--- src/rtl/mpmd_pkg.sv ---
package mpmd_pkg;

	localparam int COORD_WIDTH_DEF = 16;
	localparam int FRAC_BITS_DEF   = 24;
	localparam int OUT_W           = 33;
	localparam int RC_W            = 7;
	localparam logic [RC_W-1:0] RC_RESET = 7'd60;
	localparam int CHUNK_W         = 16;
	localparam int DIV_W           = 16;

	typedef struct packed {
		logic [DIV_W-1:0] q;
		logic [1:0]       r;
	} div3_t;

	// 16 bits of a long division by three, two bits per digit
	function automatic div3_t div3_chunk(input logic [1:0] rem, input logic [DIV_W-1:0] x);
		div3_t      res;
		logic [3:0] cur;
		logic [1:0] r;
		logic [1:0] qd;
		r = rem;
		res.q = '0;
		for (int i = DIV_W / 2 - 1; i >= 0; i--) begin
			cur = {r, x[2*i +: 2]};
			if (cur >= 4'd9) begin
				qd = 2'd3;
				r  = 2'(cur - 4'd9);
			end else if (cur >= 4'd6) begin
				qd = 2'd2;
				r  = 2'(cur - 4'd6);
			end else if (cur >= 4'd3) begin
				qd = 2'd1;
				r  = 2'(cur - 4'd3);
			end else begin
				qd = 2'd0;
				r  = 2'(cur);
			end
			res.q[2*i +: 2] = qd;
		end
		res.r = r;
		return res;
	endfunction

endpackage

--- src/rtl/mpmd_mul_cell.sv ---
module mpmd_mul_cell
	import mpmd_pkg::*;
#(
	parameter int IDX   = 0,
	parameter int A_W   = 40,
	parameter int B_W   = 48,
	parameter int ACC_W = 80
) (
	input  logic             clk,
	input  logic             arst_n,
	input  logic             vld_i,
	input  logic [A_W-1:0]   a_i,
	input  logic [B_W-1:0]   b_i,
	input  logic [ACC_W-1:0] acc_i,
	output logic             vld_o,
	output logic [A_W-1:0]   a_o,
	output logic [B_W-1:0]   b_o,
	output logic [ACC_W-1:0] acc_o
);
	logic [A_W+CHUNK_W-1:0] pp;

	assign pp = a_i * b_i[IDX*CHUNK_W +: CHUNK_W];

	always_ff @(posedge clk or negedge arst_n) begin
		if (!arst_n) begin
			vld_o <= 1'b0;
		end else begin
			vld_o <= vld_i;
		end
	end

	always_ff @(posedge clk) begin
		a_o   <= a_i;
		b_o   <= b_i;
		acc_o <= acc_i + (ACC_W'(pp) << (IDX * CHUNK_W));
	end
endmodule

--- config.mk ---
export PLATFORM = sky130hd
export DESIGN_NAME = mpmd_mul_cell
export DESIGN_NICKNAME = d
export VERILOG_FILES = /design/src/rtl/mpmd_pkg.sv /design/src/rtl/mpmd_mul_cell.sv
export SDC_FILE = /design/constraint.sdc
export NUM_CORES = 2
export LEC_CHECK = 0
export ABC_CLOCK_PERIOD_IN_PS = 900
export BUFFER_PORTS_ARGS = -buffer_cell sky130_fd_sc_hd__buf_2
export CORE_MARGIN = 5
export CORE_UTILIZATION = 30
export CTS_CLUSTER_DIAMETER = 40
export DETAILED_ROUTE_END_ITERATION = 10
export PLACE_DENSITY = 0.49
export SLEW_MARGIN = 20
export SYNTH_ARGS = -nofsm -noshare
export SYNTH_HDL_FRONTEND = slang
export SYNTH_SLANG_ARGS = --single-unit
--- constraint.sdc ---
create_clock -name clk -period 0.9 [get_ports clk]
set_input_delay 0 -clock clk [delete_from_list [all_inputs] [get_ports clk]]
set_output_delay 0 -clock clk [all_outputs]
set_load 0.05 [all_outputs]
==> run metrics <==
Worst-path clk slew=0.08 ns; CTS buffer count=17; Syn. warnings=0; CP Data Arrival Time=about 5.9 ns; DR DRC count=0; via count=21700; CTS H-tree lvls=4; cells after synthesis=2819; Netlist cell types=62; Initial Util=30.3%; drt first-iter violations=roughly 930; Core ar.=85300 sq um; Worst Tran Pin Value=0.489 ns; Die ar.=between 90000 and 100000 sq um; first-pass GRT wire length=142000 um; Hold Crit Class=in2reg; remaining antenna violation count=0; crit path time final=5.48 ns; CP startpoint kind=input pin; I/O Buffers=around 340; Die Ht=just over 300 um; layout cells sized above 1=41.0%; Relative slew margins=67.3%; final setup violation count=247; maximum fanout along the worst path=10; Core Rows=107; Routed WL=between 90000 and 100000 um; Worst setup EP type=flip-flop; asr flop ratio synth=less than 1%; CTS tree=yes; final hold viol count=1; area grow syn2layout=56.2%; Max Clock Freq=183 MHz; Synth area leader=fa_1; Post-Route Setup TNS=-327.74 ns; Post-Syn Area=roughly 26000 sq um; number of global-route vias before repair=roughly 25000; fill count=8188; Synth area leaders=fa_1, dfxtp_1, inv_1; CTS root buffer=clkbuf_16; failing checks=hold timing, setup timing; Yosys reg bits=169; Pins Over Slew Limit=0; hold path startpoint=acc_i[1]; Hold WS=-0.0294 ns; RSZ-0062 raised after global routing=true; hold buffer count at cts=112; Max clock buf depth=2; Primary FF master, synth=dfxtp_1; syn nets=3710; CTS Sinks=169; Post-synth EDFFs=0; Mapped Avg Cell Area=9.16 sq um; Tcrit/Tclk final=609%; Synth top area share=a little under half; largest net degree at the start of global routing=26; mean routed wirelength per cell=19.3 um; Endpoint, Worst Hold=acc_o[1]; Setup CP Type=in2reg; hold depth=4; total track usage=20.7%; routability cong.=0.851; final-stage net count=4611; status=complete, but fails checks; initial antenna violation count=1; sequential area share after synthesis=13.1%; dpl hpwl=71600 um; Die X=~300 um; Required @ worst endpoint=roughly 1.3 ns; Congestion Overflow GR=0; DR pass1 iterations=5; I/O pins=340; MaxCap Viol Count=0; fin worst setup slack=-4.58 ns; routed vias/inst=around 4.4
## flip-flops by register name (all words and copies together) (netlist names)
name,cells
acc_o,80
b_o,48
a_o,40
vld_o,1
## layout make-up
class / instances / area [sq um] / area share, %
multi-input combinational: 1821 / 21600 / 53.7
timing repair buffer: 1009 / 10400 / 25.8
sequential: 169 / 3600 / 8.94
inverter: 702 / 2640 / 6.54
tap: 1144 / 1430 / 3.55
clock buffer: 18 / 439 / 1.09
clock inverter: 14 / 170 / 0.422
antenna: 1 / 2.50 / 0.00621
## placed cells by master (no fill, tap or decap), types with 28 or more instances in the layout
cell type      instances
fa_1                 531
fa_2                  55
ha_4                  53
buf_8                177
buf_2                125
ha_1                  75
buf_6                 83
buf_4                433
buf_12                48
xnor2_1               28
a21oi_2               28
dfxtp_2              166
inv_1                654
inv_2                 48
nand2_1              418
and2_4                60
and2_1               202
dlygate4sd3_1        112
## cells in the mapped netlist, drive strengths merged, types with 2 or more instances
cell type and instances:
o41ai 3, and3 9, nand4 17, and4 5, xnor2 47, or3 3
a221o 4, nor2b 9, o31a 2, nand3 18, nand2b 7, and2 262
a31oi 7, o21ai 40, o21a 6, a41oi 4, o211ai 3, a21bo 2
nand2 449, clkbuf 119, buf 9, ha 134, a221oi 3, inv 702
nor2 40, dfxtp 168, a2111oi 2, nor3 13, a21boi 3, xor2 26
a31o 2, a21oi 67, o31ai 3, o21bai 12, or2 4, o21ba 2
a21o 9, fa 586
## cell families after synthesis
kind of cell,Yosys count,share of synthesized area [%]
compound gates,185,4.59
flops,169,13.1
fa+ha+maj,720,52.0
xor+xnor,73,2.48
buf+inv,830,12.1
simple gates,842,15.7
## what timing repair did
action | in CTS | in global routing
resized for setup | 1054 | 219
buffers inserted | 67 | 40
endpoints found under the hold margin | 113 | 1
endpoints found under the setup margin | 247 | 247
pin swaps | 125 | 108
gates cloned | 23 | 5
## critical path, stage by stage
cell      delay (ns)
buf_16          0.14
buf_12          0.15
and2_4          0.16
fa_1            0.54
inv_2           0.04
fa_2            0.52
fa_1            0.43
fa_1            0.56
inv_2           0.04
fa_2            0.53
fa_2            0.48
ha_4            0.31
nand2_1         0.10
nor4_4          0.26
o21ai_2         0.14
and3b_4         0.24
o311ai_4        0.26
buf_12          0.17
a21oi_4         0.07
o31a_1          0.28
buf_12          0.16
nor3_4          0.16
xor2_1          0.15
## metrics by stage
| stage | util [%] | area [sq um] | worst slack, ns | std cells |
|---|---|---|---|---|
| finish | 47.3 | 40300 | -4.58 | 4878 |
| global placement | 38.5 | 32800 | -5.57 | 4614 |
| floorplan | - | 27000 | -4.52 | 2819 |
| detailed placement | 38.5 | 32800 | -5.57 | 4614 |
| CTS | 45.9 | 39100 | -4.50 | 4841 |
| global route | 47.3 | 40300 | -4.71 | 4878 |
## routing by layer
| metal | routed length (um) | up-vias | GRT usage (%) |
|---|---|---|---|
| met5 | 0 | - | 0 |
| met4 | 3200 | 0 | 6.71 |
| met1 | 35800 | 11100 | 23.5 |
| met2 | 50900 | 471 | 39.6 |
| met3 | 3990 | 127 | 3.36 |
| li1 | - | 9987 | - |
## worst max-delay path by stage
stage | cells past startpoint | end | startpoint
2_1_floorplan | 20 | acc_o[78] | b_i[15]
3_3_place_gp | 20 | acc_o[79] | b_i[1]
3_5_place_dp | 21 | acc_o[79] | b_i[1]
4_1_cts | 23 | acc_o[68] | b_i[4]
5_1_grt | 23 | acc_o[78] | b_i[4]
6_report | 23 | acc_o[74] | b_i[4]
Power is not shown: default switching activity piles up to over one toggle a cycle in this logic, so the estimate is an artifact.
