File: src/rtl/mpmd_pkg.sv
package mpmd_pkg;

	localparam int COORD_WIDTH_DEF = 16;
	localparam int FRAC_BITS_DEF   = 24;
	localparam int OUT_W           = 33;
	localparam int RC_W            = 7;
	localparam logic [RC_W-1:0] RC_RESET = 7'd60;
	localparam int CHUNK_W         = 16;
	localparam int DIV_W           = 16;

	typedef struct packed {
		logic [DIV_W-1:0] q;
		logic [1:0]       r;
	} div3_t;

	// 16 bits of a long division by three, two bits per digit
	function automatic div3_t div3_chunk(input logic [1:0] rem, input logic [DIV_W-1:0] x);
		div3_t      res;
		logic [3:0] cur;
		logic [1:0] r;
		logic [1:0] qd;
		r = rem;
		res.q = '0;
		for (int i = DIV_W / 2 - 1; i >= 0; i--) begin
			cur = {r, x[2*i +: 2]};
			if (cur >= 4'd9) begin
				qd = 2'd3;
				r  = 2'(cur - 4'd9);
			end else if (cur >= 4'd6) begin
				qd = 2'd2;
				r  = 2'(cur - 4'd6);
			end else if (cur >= 4'd3) begin
				qd = 2'd1;
				r  = 2'(cur - 4'd3);
			end else begin
				qd = 2'd0;
				r  = 2'(cur);
			end
			res.q[2*i +: 2] = qd;
		end
		res.r = r;
		return res;
	endfunction

endpackage

File: src/rtl/mpmd_third.sv
module mpmd_third
	import mpmd_pkg::*;
#(
	parameter int P_W = 40
) (
	input  logic                  clk,
	input  logic                  arst_n,
	input  logic                  start,
	input  logic signed [P_W-1:0] s_i,
	input  logic signed [P_W-1:0] e_i,
	output logic                  done,
	output logic signed [P_W-1:0] one_o,
	output logic signed [P_W-1:0] two_o
);
	localparam int NDIG = (P_W + DIV_W - 1) / DIV_W;
	localparam int MW   = NDIG * DIV_W;
	localparam int CW   = $clog2(NDIG + 1);

	logic [MW-1:0]       mag_q;
	logic [MW-1:0]       quot_q;
	logic [1:0]          rem_q;
	logic                neg_q;
	logic [CW-1:0]       cnt_q;
	logic                busy_q;
	logic                done_q;
	logic signed [P_W:0] d;
	logic [P_W-1:0]      mag;
	logic [P_W-1:0]      t;
	div3_t               stp;

	assign d   = {e_i[P_W-1], e_i} - {s_i[P_W-1], s_i};
	assign mag = d[P_W] ? P_W'(-d) : P_W'(d);
	assign stp = div3_chunk(rem_q, mag_q[MW-1 -: DIV_W]);
	assign t   = quot_q[P_W-1:0];

	always_ff @(posedge clk or negedge arst_n) begin
		if (!arst_n) begin
			busy_q <= 1'b0;
			done_q <= 1'b0;
			cnt_q  <= '0;
		end else begin
			done_q <= 1'b0;
			if (start) begin
				busy_q <= 1'b1;
				cnt_q  <= CW'(NDIG);
			end else if (busy_q) begin
				if (cnt_q != '0) begin
					cnt_q <= cnt_q - 1'b1;
				end else begin
					busy_q <= 1'b0;
					done_q <= 1'b1;
				end
			end
		end
	end

	always_ff @(posedge clk) begin
		if (start) begin
			mag_q  <= MW'(mag);
			neg_q  <= d[P_W];
			rem_q  <= '0;
			quot_q <= '0;
		end else if (busy_q) begin
			if (cnt_q != '0) begin
				mag_q  <= mag_q << DIV_W;
				quot_q <= (quot_q << DIV_W) | MW'(stp.q);
				rem_q  <= stp.r;
			end else if (neg_q) begin
				one_o <= P_W'(s_i - $signed({1'b0, t}));
				two_o <= P_W'(e_i + $signed({1'b0, t}));
			end else begin
				one_o <= P_W'(s_i + $signed({1'b0, t}));
				two_o <= P_W'(e_i - $signed({1'b0, t}));
			end
		end
	end

	assign done = done_q;
endmodule

File: config.mk
export PLATFORM = sky130hd
export DESIGN_NAME = mpmd_third
export DESIGN_NICKNAME = d
export VERILOG_FILES = /design/src/rtl/mpmd_pkg.sv /design/src/rtl/mpmd_third.sv
export SDC_FILE = /design/constraint.sdc
export NUM_CORES = 1
export LEC_CHECK = 0
export BUFFER_PORTS_ARGS = -buffer_cell sky130_fd_sc_hd__buf_2
export CAP_MARGIN = 25
export CORE_ASPECT_RATIO = 0.6
export CORE_UTILIZATION = 56
export CTS_CLUSTER_SIZE = 14
export DETAILED_ROUTE_END_ITERATION = 6
export PLACE_DENSITY = 0.77
export SLEW_MARGIN = 20
export SYNTH_ARGS = -nofsm -noshare
export SYNTH_HDL_FRONTEND = slang
export SYNTH_SLANG_ARGS = --single-unit
File: constraint.sdc
create_clock -name clk -period 8.6 [get_ports clk]
set_clock_uncertainty 0.15 [all_clocks]
set_input_delay 1.29 -clock clk [delete_from_list [all_inputs] [get_ports clk]]
set_output_delay 1.29 -clock clk [all_outputs]
set_load 0.005 [all_outputs]
==> tab_implementation.tex <==
\begin{tabular}{lr}
\hline
Metric & Value \\
\hline
\multicolumn{2}{l}{\textbf{Hold path}} \\
\quad Worst Hold Depth & 2 \\
\quad Worst hold-check path type & register to register \\
\multicolumn{2}{l}{\textbf{Cells and area}} \\
\quad \# nets final & between 2000 and 2500 \\
\quad Layout overhead on the synthesized area & 11.6\% \\
\quad Fraction of final layout cells sized beyond drive strength 1 & 13.8\% \\
\quad Final Non-Filler Cells & 2234 \\
\quad Final design utilization & between 60\% and 70\% \\
\quad Antenna Diode Count & 0 \\
\multicolumn{2}{l}{\textbf{Clock network}} \\
\quad Sinks on Clock Net & 175 \\
\quad Clock-pin transition on the worst setup and hold timing paths & 0.08 ns \\
\quad Skew-Pair Late Insertion Delay & roughly 0.45 ns \\
\quad Clock buffer depth & 2 \\
\quad Cts repair resizes & 0 \\
\quad Setup Buffers After CTS & 0 \\
\quad H-Tree Level Count & 4 \\
\quad Clock tree from TritonCTS & built \\
\quad Cts bufs inserted & 17 \\
\quad Quantity of hold-fixing buffers added after cts & 0 \\
\quad Cell at the root of the clock tree & clkbuf\_16 \\
\multicolumn{2}{l}{\textbf{STA}} \\
\quad Clock period minus final worst setup slack & 7.59 ns \\
\quad Final cycle utilization of the critical path & 88.2\% \\
\quad F\_max & 132 MHz \\
\quad Final Setup Violations & 0 \\
\quad Final number of hold-violating endpoints & 0 \\
\quad Final total negative setup slack & 0 ns \\
\quad Slew of the pin with the lowest slew margin & 1.09 ns \\
\quad Hold Worst Slack & 0.318 ns \\
\quad Max\_slew headroom & 26.8\% \\
\quad Unrepaired setup endpoints after global routing & no \\
\quad Max-slew violation count & 0 \\
\multicolumn{2}{l}{\textbf{Synth}} \\
\quad Cell area after synthesis & 15100 µm² \\
\quad Synth cell types & 100 \\
\quad Synthesized-area fraction occupied by ao, oa, aoi and oai cells & 20.2\% \\
\quad Portion of the post-synthesis area used by sequential elements & 31.4\% \\
\quad Synth area leader & edfxtp\_1 \\
\quad Leading cell types by total area after synthesis & edfxtp\_1, ha\_1, dfxtp\_1 \\
\quad YS warnings & 0 \\
\quad Top FF cell, synth & edfxtp\_1 \\
\quad Nets in the synthesized netlist & between 1500 and 2000 \\
\quad Average footprint of a synthesized cell & a little under 9 µm² \\
\quad Largest family of logic cells by synthesized area & compound AO/OA/AOI/OAI gates \\
\quad Arithmetic-cell share of the synthesized area counting full adders, half adders and majority gates & around an eighth \\
\quad Area share of xor/xnor cells in the synthesized design & 10.1\% \\
\quad Top cell type's share of synthesized area & 24.1\% \\
\quad Flip-flop and latch count after synthesis & about 180 \\
\quad Simple-gate share of the synthesized area & 18.5\% \\
\quad Proportion of register bits with asynchronous set or reset after synthesis & 2.29\% \\
\quad Mapped Cells & between 1500 and 2000 \\
\quad Proportion of synthesized area in mux cells & 1.66\% \\
\quad Post-synth EDFFs & 121 \\
\multicolumn{2}{l}{\textbf{Critical path}} \\
\quad Destination of the critical timing path & rem\_q[1] \\
\quad Register-to-Register Path Depth & 21 \\
\quad Critical path endpoint category & register \\
\quad Cell-by-cell trace of the critical path & inv\_1 > ha\_1 > or3b\_4 > or2\_4 > a311o\_1 > nor4bb\_1 > nor4\_2 > mux2i\_2 > o221ai\_1 > nor4\_2 > mux2i\_2 > and4\_4 > or2\_1 > nor4\_1 > a2111oi\_2 > a211oi\_1 > a2111oi\_1 > nor4\_2 > nor3\_1 > o21ai\_1 > a41o\_1 \\
\quad Startpoint of the worst setup timing path & mag\_q[47] \\
\quad Largest fanout on the critical path & 10 \\
\quad Cell at the slowest stage of the critical path & a2111oi\_1 \\
\quad CP max stage delay & 0.63 ns \\
\quad Worst endpoint data arrival time & $\sim$7.8 ns \\
\quad R2r endpoint & rem\_q[1] \\
\quad WS Path Type & register to register \\
\quad R2R setup slack & 1.01 ns \\
\quad Worst EP required & around 8.8 ns \\
\quad Most frequent CP cell & nor4\_2 \\
\quad Category of the worst setup path launch point & register \\
\quad Source of the worst register-to-register timing path & mag\_q[47] \\
\multicolumn{2}{l}{\textbf{Placement}} \\
\quad Placed wire-length estimate after detailed placement & 31.0 mm \\
\quad PortBufs & 163 \\
\quad Final weighted congestion of routability-driven global placement & $\sim$0.9 \\
\quad Cell count after placement & 2202 \\
\multicolumn{2}{l}{\textbf{Routing}} \\
\quad Number of vias in the routed layout & 13400 \\
\quad Router iterations before antenna repair & 6 \\
\quad DR DRC count & 0 \\
\quad Final ANT Viol Nets & 0 \\
\quad Sum of routed wire length over all layers & around 40 mm \\
\quad Via density & 5.98 \\
\quad Post-DR wirelength/cell & between 15 and 20 µm \\
\quad DRT iter0 DRCs & 1397 \\
\multicolumn{2}{l}{\textbf{GRT}} \\
\quad Remaining global-route overflow & 0 \\
\quad Wire length of the first global-routing pass & approximately 63 mm \\
\quad Largest net degree at the start of global routing & 67 \\
\quad Vias in the first global route & 12200 \\
\quad Tot GR Track Use & 29.1\% \\
\quad Antenna violations before repair & 0 \\
\multicolumn{2}{l}{\textbf{Floorplan}} \\
\quad Chip Width & 214 µm \\
\quad Count of standard-cell rows & 46 \\
\quad Die height & 129 µm \\
\quad Top Ports & 164 \\
\quad Starting utilization of the core area & 57.0\% \\
\quad Core outline area & 26400 µm² \\
\quad DIE AREA & 27600 µm² \\
\multicolumn{2}{l}{\textbf{Power and ir drop}} \\
\quad Switching power total & about 3400 µW \\
\quad Net switching fraction of the power & 49.4\% \\
\quad Leak Pwr & 0.00736 µW \\
\quad Proportion of power drawn by the clock network & 11.5\% \\
\quad Total power & a little under 7000 µW \\
\quad VDD IR-drop max & 0.287 mV \\
\quad Logic gate share of total power & 66.9\% \\
\quad Reg power frac & a little over a fifth \\
\quad Design internal power & 3450 µW \\
\quad Power Dens Cells & slightly above 400 nW/µm² \\
\multicolumn{2}{l}{\textbf{Flow run}} \\
\quad Max-capacitance violation count & 0 \\
\multicolumn{2}{l}{\textbf{Run status}} \\
\quad Result of the run & completed \\
\hline
\end{tabular}
==> power by group through the flow <==
stage	clock (µW)	combinational, µW	sequential, µW
detailed placement	0	4440	1480
floorplan	0	3570	1390
CTS	783	4480	1460
global route	816	5010	1490
global placement	0	4290	1470
finish	782	4560	1470
==> synthesized netlist by cell type (all sizes together), types with 34 or more instances <==
library cell	n
a21o	42
a21oi	139
clkbuf	34
dfxtp	50
edfxtp	121
ha	153
inv	152
nand2	106
nand3	35
nor2	153
nor3	38
o21ai	86
xnor2	104
xor2	69
==> worst min path at each step <==
| stage | slack, ns | to | start |
|---|---|---|---|
| global placement | 0.30 | mag_q[45] | mag_q[29] |
| floorplan | 0.27 | mag_q[40] | mag_q[24] |
| CTS | 0.32 | mag_q[40] | mag_q[24] |
| detailed placement | 0.31 | mag_q[45] | mag_q[29] |
| global route | 0.35 | mag_q[43] | mag_q[27] |
| finish | 0.32 | mag_q[40] | mag_q[24] |
==> cell type report <==
type / count / area, µm²
well taps: 360 / 450
clock inverters: 14 / 144
clock buffers: 18 / 429
fillers: 2199 / 9620
inverters: 153 / 574
multi-input cells: 1342 / 9580
repair buffers: 172 / 883
flip-flops and latches: 175 / 4730
==> critical path: cells and delay by family, from the launching register on <==
family	cells	cell delay, ns
adders and majority gates	1	0.22
and+or+nand+nor	10	3.16
muxes	2	1.05
AOI/OAI and AO/OA	7	2.30
buffers and inverters	1	0.14
DFF	1	0.44
==> cell usage in the layout, fill, tap and decap left out, types with 21 or more instances in the layout <==
cell / n
buf_2: 163
ha_1: 153
inv_1: 151
nor2_1: 151
a21oi_1: 139
edfxtp_1: 121
nand2_1: 105
xnor2_1: 104
o21ai_0: 83
xor2_1: 69
dfxtp_1: 50
a21o_1: 42
nor3_1: 37
nand3_1: 35
and2_1: 30
nand4_1: 27
nor2b_1: 25
o21a_1: 21
==> kinds of logic (layout without fill, tap and decap cells) <==
| logic type | after synthesis | in the layout |
|---|---|---|
| compound gates | 455 | 455 |
| simple gates | 536 | 536 |
| buf+inv | 195 | 357 |
| mux | 22 | 22 |
| flops | 175 | 175 |
| fa+ha+maj | 156 | 156 |
| xor+xnor | 173 | 173 |
==> metal layers <==
layer	vias up	GRT usage (%)	share of wire, %
met2	568	42.4	41
met5	-	0	0
li1	6526	-	-
met1	6222	44.9	50
met4	0	6.39	1.3
met3	34	4.65	8.3
==> sequential cells by signal (all words and copies together), names as in the netlist <==
name / count
one_o: 40
mag_q: 48
cnt_q: 2
busy_q: 1
quot_q: 40
neg_q: 1
rem_q: 2
done: 1
two_o: 40
==> through the flow <==
step	setup WS, ns	instance area [µm²]
3_3_place_gp	1.56	16200
6_report	1.01	16800
5_1_grt	0.486	16800
4_1_cts	1.15	16800
2_1_floorplan	2.10	15100
3_5_place_dp	1.15	16200
Power figures use the tool's default switching activity.
