### config.mk
export PLATFORM = sky130hd
export DESIGN_NAME = mpmd_sqrt
export DESIGN_NICKNAME = d
export VERILOG_FILES = /design/src/rtl/mpmd_pkg.sv /design/src/rtl/mpmd_sqrt.sv
export SDC_FILE = /design/constraint.sdc
export NUM_CORES = 1
export LEC_CHECK = 0
export BUFFER_PORTS_ARGS = -buffer_cell sky130_fd_sc_hd__clkbuf_2
export CAP_MARGIN = 10
export CORE_MARGIN = 1
export CORE_UTILIZATION = 50
export DETAILED_ROUTE_END_ITERATION = 16
export GPL_TIMING_DRIVEN = 1
export PLACE_DENSITY = 0.71
export SYNTH_ARGS = -nofsm -noshare
export SYNTH_HDL_FRONTEND = slang
export SYNTH_SLANG_ARGS = --single-unit
### constraint.sdc
create_clock -name clk -period 3.25 [get_ports clk]
set_clock_uncertainty 0.05 [all_clocks]
set_input_delay 0.1625 -clock clk [delete_from_list [all_inputs] [get_ports clk]]
set_output_delay 0.1625 -clock clk [all_outputs]
set_load 0.02 [all_outputs]
### src/rtl/mpmd_pkg.sv
package mpmd_pkg;

	localparam int COORD_WIDTH_DEF = 16;
	localparam int FRAC_BITS_DEF   = 24;
	localparam int OUT_W           = 33;
	localparam int RC_W            = 7;
	localparam logic [RC_W-1:0] RC_RESET = 7'd60;
	localparam int CHUNK_W         = 16;
	localparam int DIV_W           = 16;

	typedef struct packed {
		logic [DIV_W-1:0] q;
		logic [1:0]       r;
	} div3_t;

	// 16 bits of a long division by three, two bits per digit
	function automatic div3_t div3_chunk(input logic [1:0] rem, input logic [DIV_W-1:0] x);
		div3_t      res;
		logic [3:0] cur;
		logic [1:0] r;
		logic [1:0] qd;
		r = rem;
		res.q = '0;
		for (int i = DIV_W / 2 - 1; i >= 0; i--) begin
			cur = {r, x[2*i +: 2]};
			if (cur >= 4'd9) begin
				qd = 2'd3;
				r  = 2'(cur - 4'd9);
			end else if (cur >= 4'd6) begin
				qd = 2'd2;
				r  = 2'(cur - 4'd6);
			end else if (cur >= 4'd3) begin
				qd = 2'd1;
				r  = 2'(cur - 4'd3);
			end else begin
				qd = 2'd0;
				r  = 2'(cur);
			end
			res.q[2*i +: 2] = qd;
		end
		res.r = r;
		return res;
	endfunction

endpackage

### src/rtl/mpmd_sqrt.sv
module mpmd_sqrt
	import mpmd_pkg::*;
#(
	parameter int IN_W = 65,
	localparam int RW  = (IN_W + 1) / 2
) (
	input  logic            clk,
	input  logic            arst_n,
	input  logic            start,
	input  logic [IN_W-1:0] val,
	output logic            done,
	output logic [RW-1:0]   root
);
	localparam int CW = $clog2(RW + 1);

	logic [2*RW-1:0] v_q;
	logic [RW:0]     rem_q;
	logic [RW-1:0]   root_q;
	logic [CW-1:0]   cnt_q;
	logic            busy_q;
	logic            done_q;
	logic [RW+2:0]   rem_n;
	logic [RW+2:0]   trial;

	assign rem_n = {rem_q, v_q[2*RW-1 -: 2]};
	assign trial = (RW+3)'({root_q, 2'b01});

	always_ff @(posedge clk or negedge arst_n) begin
		if (!arst_n) begin
			busy_q <= 1'b0;
			done_q <= 1'b0;
			cnt_q  <= '0;
		end else begin
			done_q <= 1'b0;
			if (start) begin
				busy_q <= 1'b1;
				cnt_q  <= CW'(RW);
			end else if (busy_q) begin
				cnt_q <= cnt_q - 1'b1;
				if (cnt_q == CW'(1)) begin
					busy_q <= 1'b0;
					done_q <= 1'b1;
				end
			end
		end
	end

	always_ff @(posedge clk) begin
		if (start) begin
			v_q    <= (2*RW)'(val);
			rem_q  <= '0;
			root_q <= '0;
		end else if (busy_q) begin
			v_q <= v_q << 2;
			if (rem_n >= trial) begin
				rem_q  <= (RW+1)'(rem_n - trial);
				root_q <= (root_q << 1) | RW'(1);
			end else begin
				rem_q  <= (RW+1)'(rem_n);
				root_q <= root_q << 1;
			end
		end
	end

	assign done = done_q;
	assign root = root_q;
endmodule

==> flow_summary.ini, run 1 <==
[synth]
avgSynthCellArea_um2 = 10.2
ys_types = 78
ys_ff_latch = 141
ys_seq_area_share_pct = 44.4
syn_area_um2 = 7910
synthCells = 772
syn_nets = 877
synth_top_area_cell = edfxtp_1
synthTopCellsByArea = edfxtp_1 (25%), dfxtp_1 (17%), mux2_2 (9.0%)
synthTopCellsByCount = nor2_1 (72), dfxtp_1 (68), edfxtp_1 (65), mux2_2 (63), nand2_1 (62)
yosys_most_used_dff = dfxtp_1
synth_edf_count = 65
ys_async_sr_fraction_pct = 5.67
ys.warnings.count = 0
yosysTopAreaCellShare_pct = 24.7
synth_most_common_cell = nor2_1

[power]
p_per_area_nw_per_um2 = 925
netSwitchingFraction_pct = 40.3
switchingPower_mw = 3.68
peakVddDrop_mv = 0.493
power_mw = 9.13
seqPwrFrac_pct = 27.8
p_clk_share_pct = 22.4
intPower_mw = 5.45
p_comb_share_pct = 49.8
leakagePower_nw = 4.27

[drt]
firstDrtPassIters = 5
ant_nets = 0
wire_per_inst_um = 17.0
vias_per_cell = 5.60
drt-initial-drc-count = 475
drc = 0
wirelength_mm = 19.7
via_count = 6484

[flow_run]
maxCapViolations = 0

[placement]
gp_congestion = 0.895
io_buffers = 101
dpl-instance-area_um2 = 8590
dpl.hpwl_mm = 12.1
dp_cells = 1058

[clock_network]
numCtsBuffers = 17
clk_latency_ns = 0.43
root_buffer = clkbuf_16
clk_pin_slew_worst_paths_ns = 0.06
cts_max_path_buffers = 2
htree_levels = 4
cts_tree = yes
cts_sinks = 141

[final_layout]
stdcell_area_um2 = 9870
diodes = 0
fin_cells = 1157
drive_gt1_share_pct = 24.8
fin_util_pct = 64.4
nets = 1038
synthToLayoutAreaGrowth_pct = 24.8

[floorplanning]
io_pins = 102
die_h_um = 128
placementRows = 45
die_w_um = 128
start_util_pct = 51.6
fp.coreArea_um2 = 15300
die_area_um2 = 16300

[sta]
clock.fmax_mhz = 328
period_share_pct = 93.9
tightest_slew_ns = 0.844
hold_viol = 0
rsz0062_at_grt = false
finalMaxSlewViolations = 0
period_minus_slack_ns = 3.05
finalSetupViolations = 0
tns_ns = 0
relSlewSlack_pct = 43.7

[setup_path]
critPathKind = register to register
crit_path_end_kind = register
timing.rr.start = root[7]$_SDFFE_PP0P_
rrSetupSlack_ns = 0.20
crit_fanout = 24
startpoint_type = register
reg2reg_depth = 10
cp.required_ns = 3.52
cp.arrival_ns = 3.32
worstReg2RegEnd = rem_q[33]$_SDFFE_PP0P_

[grt]
grt_antenna_before_repair = 0
grt_max_degree = 67
overflow = 0
grt_usage_pct = 25.4
grt_pass1_vias = 6473
grt_pass1_wl_mm = 32.3

[min_path]
min_path_cells = 2
min_from = val[49]
hold_path.class = input pin to register
holdPathEnd = v_q[49]$_DFFE_PP_

[run_status]
status = completed
[cell families after synthesis]
group / share of synthesized area, %
AO/OA/AOI/OAI: 15.1
flip-flops: 44.4
XOR/XNOR: 2.99
multiplexers: 14.8
buffers and inverters: 4.53
AND/OR/NAND/NOR: 12.3
adder cells (fa/ha/maj): 5.85
[worst max-delay path, cell delays in order, from the launching register on]
cell and delay [ns]:
dfxtp_1 0.37, inv_1 0.06, ha_1 0.37, a21oi_1 0.32
o21ai_0 0.19, o2bb2ai_1 0.18, a21o_1 0.20, o21ai_4 0.31
nand2_4 0.28, mux2i_1 0.21, a2111oi_2 0.39
[area by class of cell]
cell class | instances | area (µm²)
Timing Repair Buffer | 180 | 1260
Multi-Input combinational cell | 547 | 4040
Clock buffer | 18 | 429
Inverter | 46 | 173
Sequential cell | 141 | 3510
Fill cell | 1241 | 5450
Tap cell | 211 | 264
Clock inverter | 14 | 184
[stage by stage]
stage | hold slack [ns] | worst slack (ns)
detailed placement | -0.0310 | 0.213
finish | 0.00958 | 0.198
global route | 0.00874 | 0.0132
floorplan | -0.183 | 0.614
CTS | 0.000137 | 0.148
global placement | -0.0293 | 0.290
[power by group through the flow]
stage	logic [mW]	clock network, mW	registers [mW]
after global placement	4.24	0	2.55
after global routing	4.98	2.15	2.58
after CTS	4.40	2.07	2.52
after floorplan	3.46	0	2.50
final	4.54	2.05	2.54
after detailed placement	4.29	0	2.55
[registers in the layout, summed over array words and instances, names as in the netlist]
| register | count |
|---|---|
| busy_q | 1 |
| cnt_q | 6 |
| done | 1 |
| rem_q | 34 |
| root | 33 |
| v_q | 66 |
[per-layer routing]
| layer | global-route usage (%) | share of wire [%] |
|---|---|---|
| met2 | 43.6 | 50 |
| met4 | 7.75 | 1.5 |
| met5 | 0 | 0 |
| met3 | 6.09 | 4.9 |
| met1 | 31.5 | 44 |
[worst max path at each step]
stage / slack (ns) / to / start / cells past startpoint
global route: 0.01 / rem_q[33]$_SDFFE_PP0P_ / root[7]$_SDFFE_PP0P_ / 10
CTS: 0.15 / rem_q[33]$_SDFFE_PP0P_ / root[12]$_SDFFE_PP0P_ / 10
detailed placement: 0.21 / rem_q[25]$_SDFFE_PP0P_ / root[12]$_SDFFE_PP0P_ / 10
global placement: 0.29 / rem_q[25]$_SDFFE_PP0P_ / root[12]$_SDFFE_PP0P_ / 10
finish: 0.20 / rem_q[33]$_SDFFE_PP0P_ / root[7]$_SDFFE_PP0P_ / 10
floorplan: 0.61 / rem_q[33]$_SDFFE_PP0P_ / root[0]$_SDFFE_PP0P_ / 10
[layout by cell type (no fill, tap or decap), types with 7 or more instances in the layout]
cell           instances
a21o_1                11
a21oi_1               46
a311oi_1              10
a32oi_1                7
buf_4                 17
clkbuf_16             17
clkbuf_2             100
dfrtp_1                7
dfxtp_1               68
dlygate4sd3_1         63
edfxtp_1              65
ha_1                  37
inv_1                 44
mux2_2                63
mux2i_1               46
nand2_1               62
nand3_1               12
nand4_1                7
nor2_1                72
nor3_1                 9
o21ai_0               29
o21ai_1               10
xnor2_1               14
xor2_1                13
[repair_timing]
action                                 in CTS  in global routing
gates resized for setup                     0                  1
buffers inserted                            0                  4
endpoints found under the hold margin      70                  0
setup endpoints to repair                   0                  2
hold buffers                               63                  0
No activity file was read; power rests on OpenSTA's default activity.
==> inputs of run 2 (changes only) <==
--- a/config.mk
+++ b/config.mk
@@ -11,6 +11,7 @@
 export CORE_UTILIZATION = 50
 export DETAILED_ROUTE_END_ITERATION = 16
 export GPL_TIMING_DRIVEN = 1
+export MAX_ROUTING_LAYER = met4
 export PLACE_DENSITY = 0.71
 export SYNTH_ARGS = -nofsm -noshare
 export SYNTH_HDL_FRONTEND = slang
==> flow_summary.ini, run 2 (same netlist as run 1, synthesis figures left out) <==
[grt]
grt_pass1_vias = 6302
grt_antenna_before_repair = 0
grt_max_degree = 67
grt_pass1_wl_mm = 31.7
grt_usage_pct = 26.0
overflow = 0

[floorplanning]
start_util_pct = 51.6
fp.coreArea_um2 = 15300
placementRows = 45
io_pins = 102
die_area_um2 = 16300
die_w_um = 128
die_h_um = 128

[sta]
rsz0062_at_grt = false
clock.fmax_mhz = 333
hold_viol = 0
period_share_pct = 92.4
hold_ws_ns = 0.0164
finalMaxSlewViolations = 0
relSlewSlack_pct = 40.9
tns_ns = 0
tightest_slew_ns = 0.886
finalSetupViolations = 0
period_minus_slack_ns = 3.00

[setup_path]
startpoint_type = register
crit_fanout = 24
critPathKind = register to register
crit_path_end_kind = register
cp.arrival_ns = 3.30
cp.required_ns = 3.55

[clock_network]
clk_latency_ns = 0.44
root_buffer = clkbuf_16
cts_tree = yes
cts_sinks = 141
htree_levels = 4
cts_max_path_buffers = 2
clk_pin_slew_worst_paths_ns = 0.07
numCtsBuffers = 17
post_cts_resized = 0

[drt]
wirelength_mm = 19.2
drc = 0
drt-initial-drc-count = 416
vias_per_cell = 5.54
via_count = 6407
firstDrtPassIters = 5
ant_nets = 0
wire_per_inst_um = 16.7

[min_path]
hold_path.class = input pin to register

[power]
switchingPower_mw = 3.68
power_mw = 8.94
seqPwrFrac_pct = 28.3
p_clk_share_pct = 21.3
p_per_area_nw_per_um2 = 909
peakVddDrop_mv = 0.499
p_comb_share_pct = 50.3
netSwitchingFraction_pct = 41.2
leakagePower_nw = 4.26
intPower_mw = 5.26

[final_layout]
diodes = 0
largest_reg_flops = 66
stdcell_area_um2 = 9840
synthToLayoutAreaGrowth_pct = 24.4
nets = 1037
fillers = 1244
final_cell_mix = clkbuf_2 (100), nor2_1 (72), dfxtp_1 (68)
regMostFlops = v_q
fin_cells = 1156
final_common_cell = clkbuf_2
drive_gt1_share_pct = 24.7

[placement]
dpl-instance-area_um2 = 8580
dpl.hpwl_mm = 12.1
gp_congestion = 0.939
io_buffers = 101
dp_cells = 1055

[flow_run]
maxCapViolations = 0

[run_status]
status = completed
## run 2: final timing paths
| kind | start | end | slack [ns] | depth (start not counted) |
|---|---|---|---|---|
| max | root[12]$_SDFFE_PP0P_ | rem_q[25]$_SDFFE_PP0P_ | 0.25 | 10 |
| min | val[49] | v_q[49]$_DFFE_PP_ | 0.02 | 2 |
| max reg2reg | root[12]$_SDFFE_PP0P_ | rem_q[25]$_SDFFE_PP0P_ | 0.25 | 10 |
| min reg2reg | rem_q[10]$_SDFFE_PP0P_ | rem_q[10]$_SDFFE_PP0P_ | 0.42 | 2 |
| max in group asynchronous | arst_n | busy_q$_DFF_PN0_ | 2.87 | 2 |
| min in group asynchronous | arst_n | cnt_q[5]$_DFFE_PN0P_ | 0.07 | 2 |
## run 2: cell type report
| type | instances | area, µm² | share of cell area, % |
|---|---|---|---|
| repair buffers | 179 | 1280 | 13.0 |
| inverters | 46 | 173 | 1.75 |
| clock inverters | 15 | 146 | 1.49 |
| well taps | 211 | 264 | 2.68 |
| multi-input cells | 547 | 4040 | 41.0 |
| clock buffers | 17 | 425 | 4.32 |
| flip-flops and latches | 141 | 3510 | 35.7 |
## run 2: stage by stage
step	util, %	setup slack, ns
after floorplan	-	0.614
after global placement	56.0	0.245
after detailed placement	56.0	0.220
after CTS	64.0	0.216
after global routing	64.3	0.0129
final	64.3	0.245
## run 2: layer usage
layer	vias up	track usage, %	part of all wire (%)
met2	200	42.3	49
met4	0	9.83	1.8
li1	3143	-	-
met1	3035	31.8	44
met5	-	-	0
met3	29	5.47	5.3
## run 2: what timing repair did
item	4_1_cts	5_1_grt
buffers inserted	0	4
endpoints found under the setup margin	0	2
hold buffers	65	0
endpoints found under the hold margin	72	0
## run 2: critical path, cell delays in order (launching register included)
cell     delay [ns]
dfxtp_1        0.37
inv_1          0.07
ha_1           0.41
nand4_1        0.22
nor4_1         0.50
a21oi_2        0.15
a21oi_4        0.18
o21ai_4        0.13
nand2_4        0.33
nand2_1        0.28
o21ai_0        0.23
## run 2: power by group through the flow
stage	registers (mW)	logic, mW	clock network [mW]
floorplan	2.50	3.46	0
global placement	2.54	4.22	0
detailed placement	2.55	4.26	0
CTS	2.52	4.35	1.93
global route	2.58	4.98	2.01
finish	2.53	4.50	1.91
==> inputs of run 3 (changes only) <==
--- a/config.mk
+++ b/config.mk
@@ -7,12 +7,15 @@
 export LEC_CHECK = 0
 export BUFFER_PORTS_ARGS = -buffer_cell sky130_fd_sc_hd__clkbuf_2
 export CAP_MARGIN = 10
+export CELL_PAD_IN_SITES_DETAIL_PLACEMENT = 0
+export CELL_PAD_IN_SITES_GLOBAL_PLACEMENT = 1
 export CORE_MARGIN = 1
-export CORE_UTILIZATION = 50
+export CORE_UTILIZATION = 46
 export DETAILED_ROUTE_END_ITERATION = 16
 export GPL_TIMING_DRIVEN = 1
 export MAX_ROUTING_LAYER = met4
-export PLACE_DENSITY = 0.71
+export PLACE_DENSITY_LB_ADDON = 0.1
+export SLEW_MARGIN = 10
 export SYNTH_ARGS = -nofsm -noshare
 export SYNTH_HDL_FRONTEND = slang
 export SYNTH_SLANG_ARGS = --single-unit
==> flow_summary.ini, run 3 (same netlist as run 1, synthesis figures left out) <==
[run_status]
status = completed

[placement]
gp_congestion = 0.885
io_buffers = 101
dp_cells = 1064
dpl-instance-area_um2 = 8590
dpl.hpwl_mm = 12.6
dp_slack_ns = 0.256

[drt]
firstDrtPassIters = 5
drt-initial-drc-count = 378
met1Wirelength_mm = 8.43
wl_met3_um = 864
via_count = 6355
ant_nets = 0
vias_per_cell = 5.48
met2_length_mm = 9.30
highest_layer = met4
wire_per_inst_um = 16.4
drc = 0
wirelength_mm = 19.1

[setup_path]
crit_end = rem_q[33]$_SDFFE_PP0P_
rrSetupSlack_ns = 0.22
reg2reg_depth = 10
critPathKind = register to register
cp.arrival_ns = 3.31
cp-startpoint = root[3]$_SDFFE_PP0P_
startpoint_type = register
crit_fanout = 24
cp.required_ns = 3.52
worstReg2RegEnd = rem_q[33]$_SDFFE_PP0P_
timing.rr.start = root[3]$_SDFFE_PP0P_
crit_path_end_kind = register

[final_layout]
nets = 1032
stdcell_area_um2 = 9840
synthToLayoutAreaGrowth_pct = 24.5
regMostFlops = v_q
final_common_cell = clkbuf_2
diodes = 0
fin_cells = 1160
fin_util_pct = 58.9
largest_reg_flops = 66
final_cell_mix = clkbuf_2 (100), nor2_1 (72), dfxtp_1 (68)
drive_gt1_share_pct = 24.5

[floorplanning]
placementRows = 47
fp.coreArea_um2 = 16700
die_h_um = 133
start_util_pct = 47.3
die_w_um = 133
die_area_um2 = 17700
io_pins = 102

[clock_network]
cts_setup_buffers = 0
root_buffer = clkbuf_16
cts_sinks = 141
numCtsBuffers = 17
cts_max_path_buffers = 2
clk_pin_slew_worst_paths_ns = 0.06
htree_levels = 4
cts_tree = yes
clk_latency_ns = 0.43

[sta]
finalMaxSlewViolations = 0
final.setup.worst_slack_ns = 0.216
tightest_slew_ns = 0.843
hold_ws_ns = 0.00291
tns_ns = 0
relSlewSlack_pct = 43.8
clock.fmax_mhz = 330
rsz0062_at_grt = false
period_share_pct = 93.4
period_minus_slack_ns = 3.03
hold_viol = 0
finalSetupViolations = 0

[power]
power_mw = 8.96
p_per_area_nw_per_um2 = 910
leakagePower_nw = 4.26
peakVddDrop_mv = 0.638

[grt]
grt_pass1_wl_mm = 31.7
grt_pass1_vias = 6415
grt_antenna_before_repair = 0
grt_max_degree = 83
grt_usage_pct = 23.2
overflow = 0

[flow_run]
maxCapViolations = 0

[min_path]
hold_path.class = input pin to register
## run 3: changes by cell type in the layout (fill, tap and decap cells not counted)
cell,before,now
a21oi_2,1,2
clkinv_2,1,0
bufinv_16,0,1
inv_8,6,5
clkinv_8,1,3
dlygate4sd3_1,65,64
inv_6,3,5
a21oi_1,46,45
clkinvlp_4,3,0
buf_12,2,1
buf_4,12,9
## run 3: worst max-delay path: stages, from the launching register on
cell and delay [ns]:
dfxtp_1 0.38, inv_1 0.07, ha_1 0.40, a21oi_1 0.25
nor3b_2 0.25, a21oi_1 0.19, a21o_1 0.24, o21ai_4 0.28
nand2_4 0.27, mux2i_1 0.20, a2111oi_2 0.35
## run 3: worst min-delay path by stage
stage,end,from,depth (start not counted),slack (ns)
floorplan,busy_q$_DFF_PN0_,arst_n,0,-0.18
global placement,done$_DFF_PN0_,arst_n,1,-0.03
detailed placement,done$_DFF_PN0_,arst_n,1,-0.03
CTS,v_q[37]$_DFFE_PP_,val[37],2,0.001
global route,v_q[37]$_DFFE_PP_,val[37],2,0.001
finish,v_q[37]$_DFFE_PP_,val[37],2,0.003
## run 3: layout make-up
| cell class | count | area (µm²) |
|---|---|---|
| multi-input combinational | 547 | 4040 |
| tap | 220 | 275 |
| timing repair buffer | 174 | 1230 |
| clock inverter | 15 | 188 |
| inverter | 46 | 173 |
| sequential | 141 | 3510 |
| fill | 1405 | 6860 |
| clock buffer | 17 | 425 |
## run 3: report_power, final
group	total [mW]	internal, mW	switching [mW]
Sequential	2.53	2.29	0.234
Clock	2.01	1.11	0.898
Combinational	4.42	1.87	2.55
Total	8.96	5.27	3.69
## run 3: routing by layer
layer,global-route usage [%],vias to the layer above
met2,38.5,171
li1,-,3129
met4,9.09,0
met1,27.7,3021
met5,-,-
met3,4.57,34
## run 3: what timing repair did
item | 4_1_cts | 5_1_grt
resized for setup | 0 | 1
hold buffers | 64 | 0
hold endpoints to repair | 71 | 0
setup endpoints to repair | 0 | 1
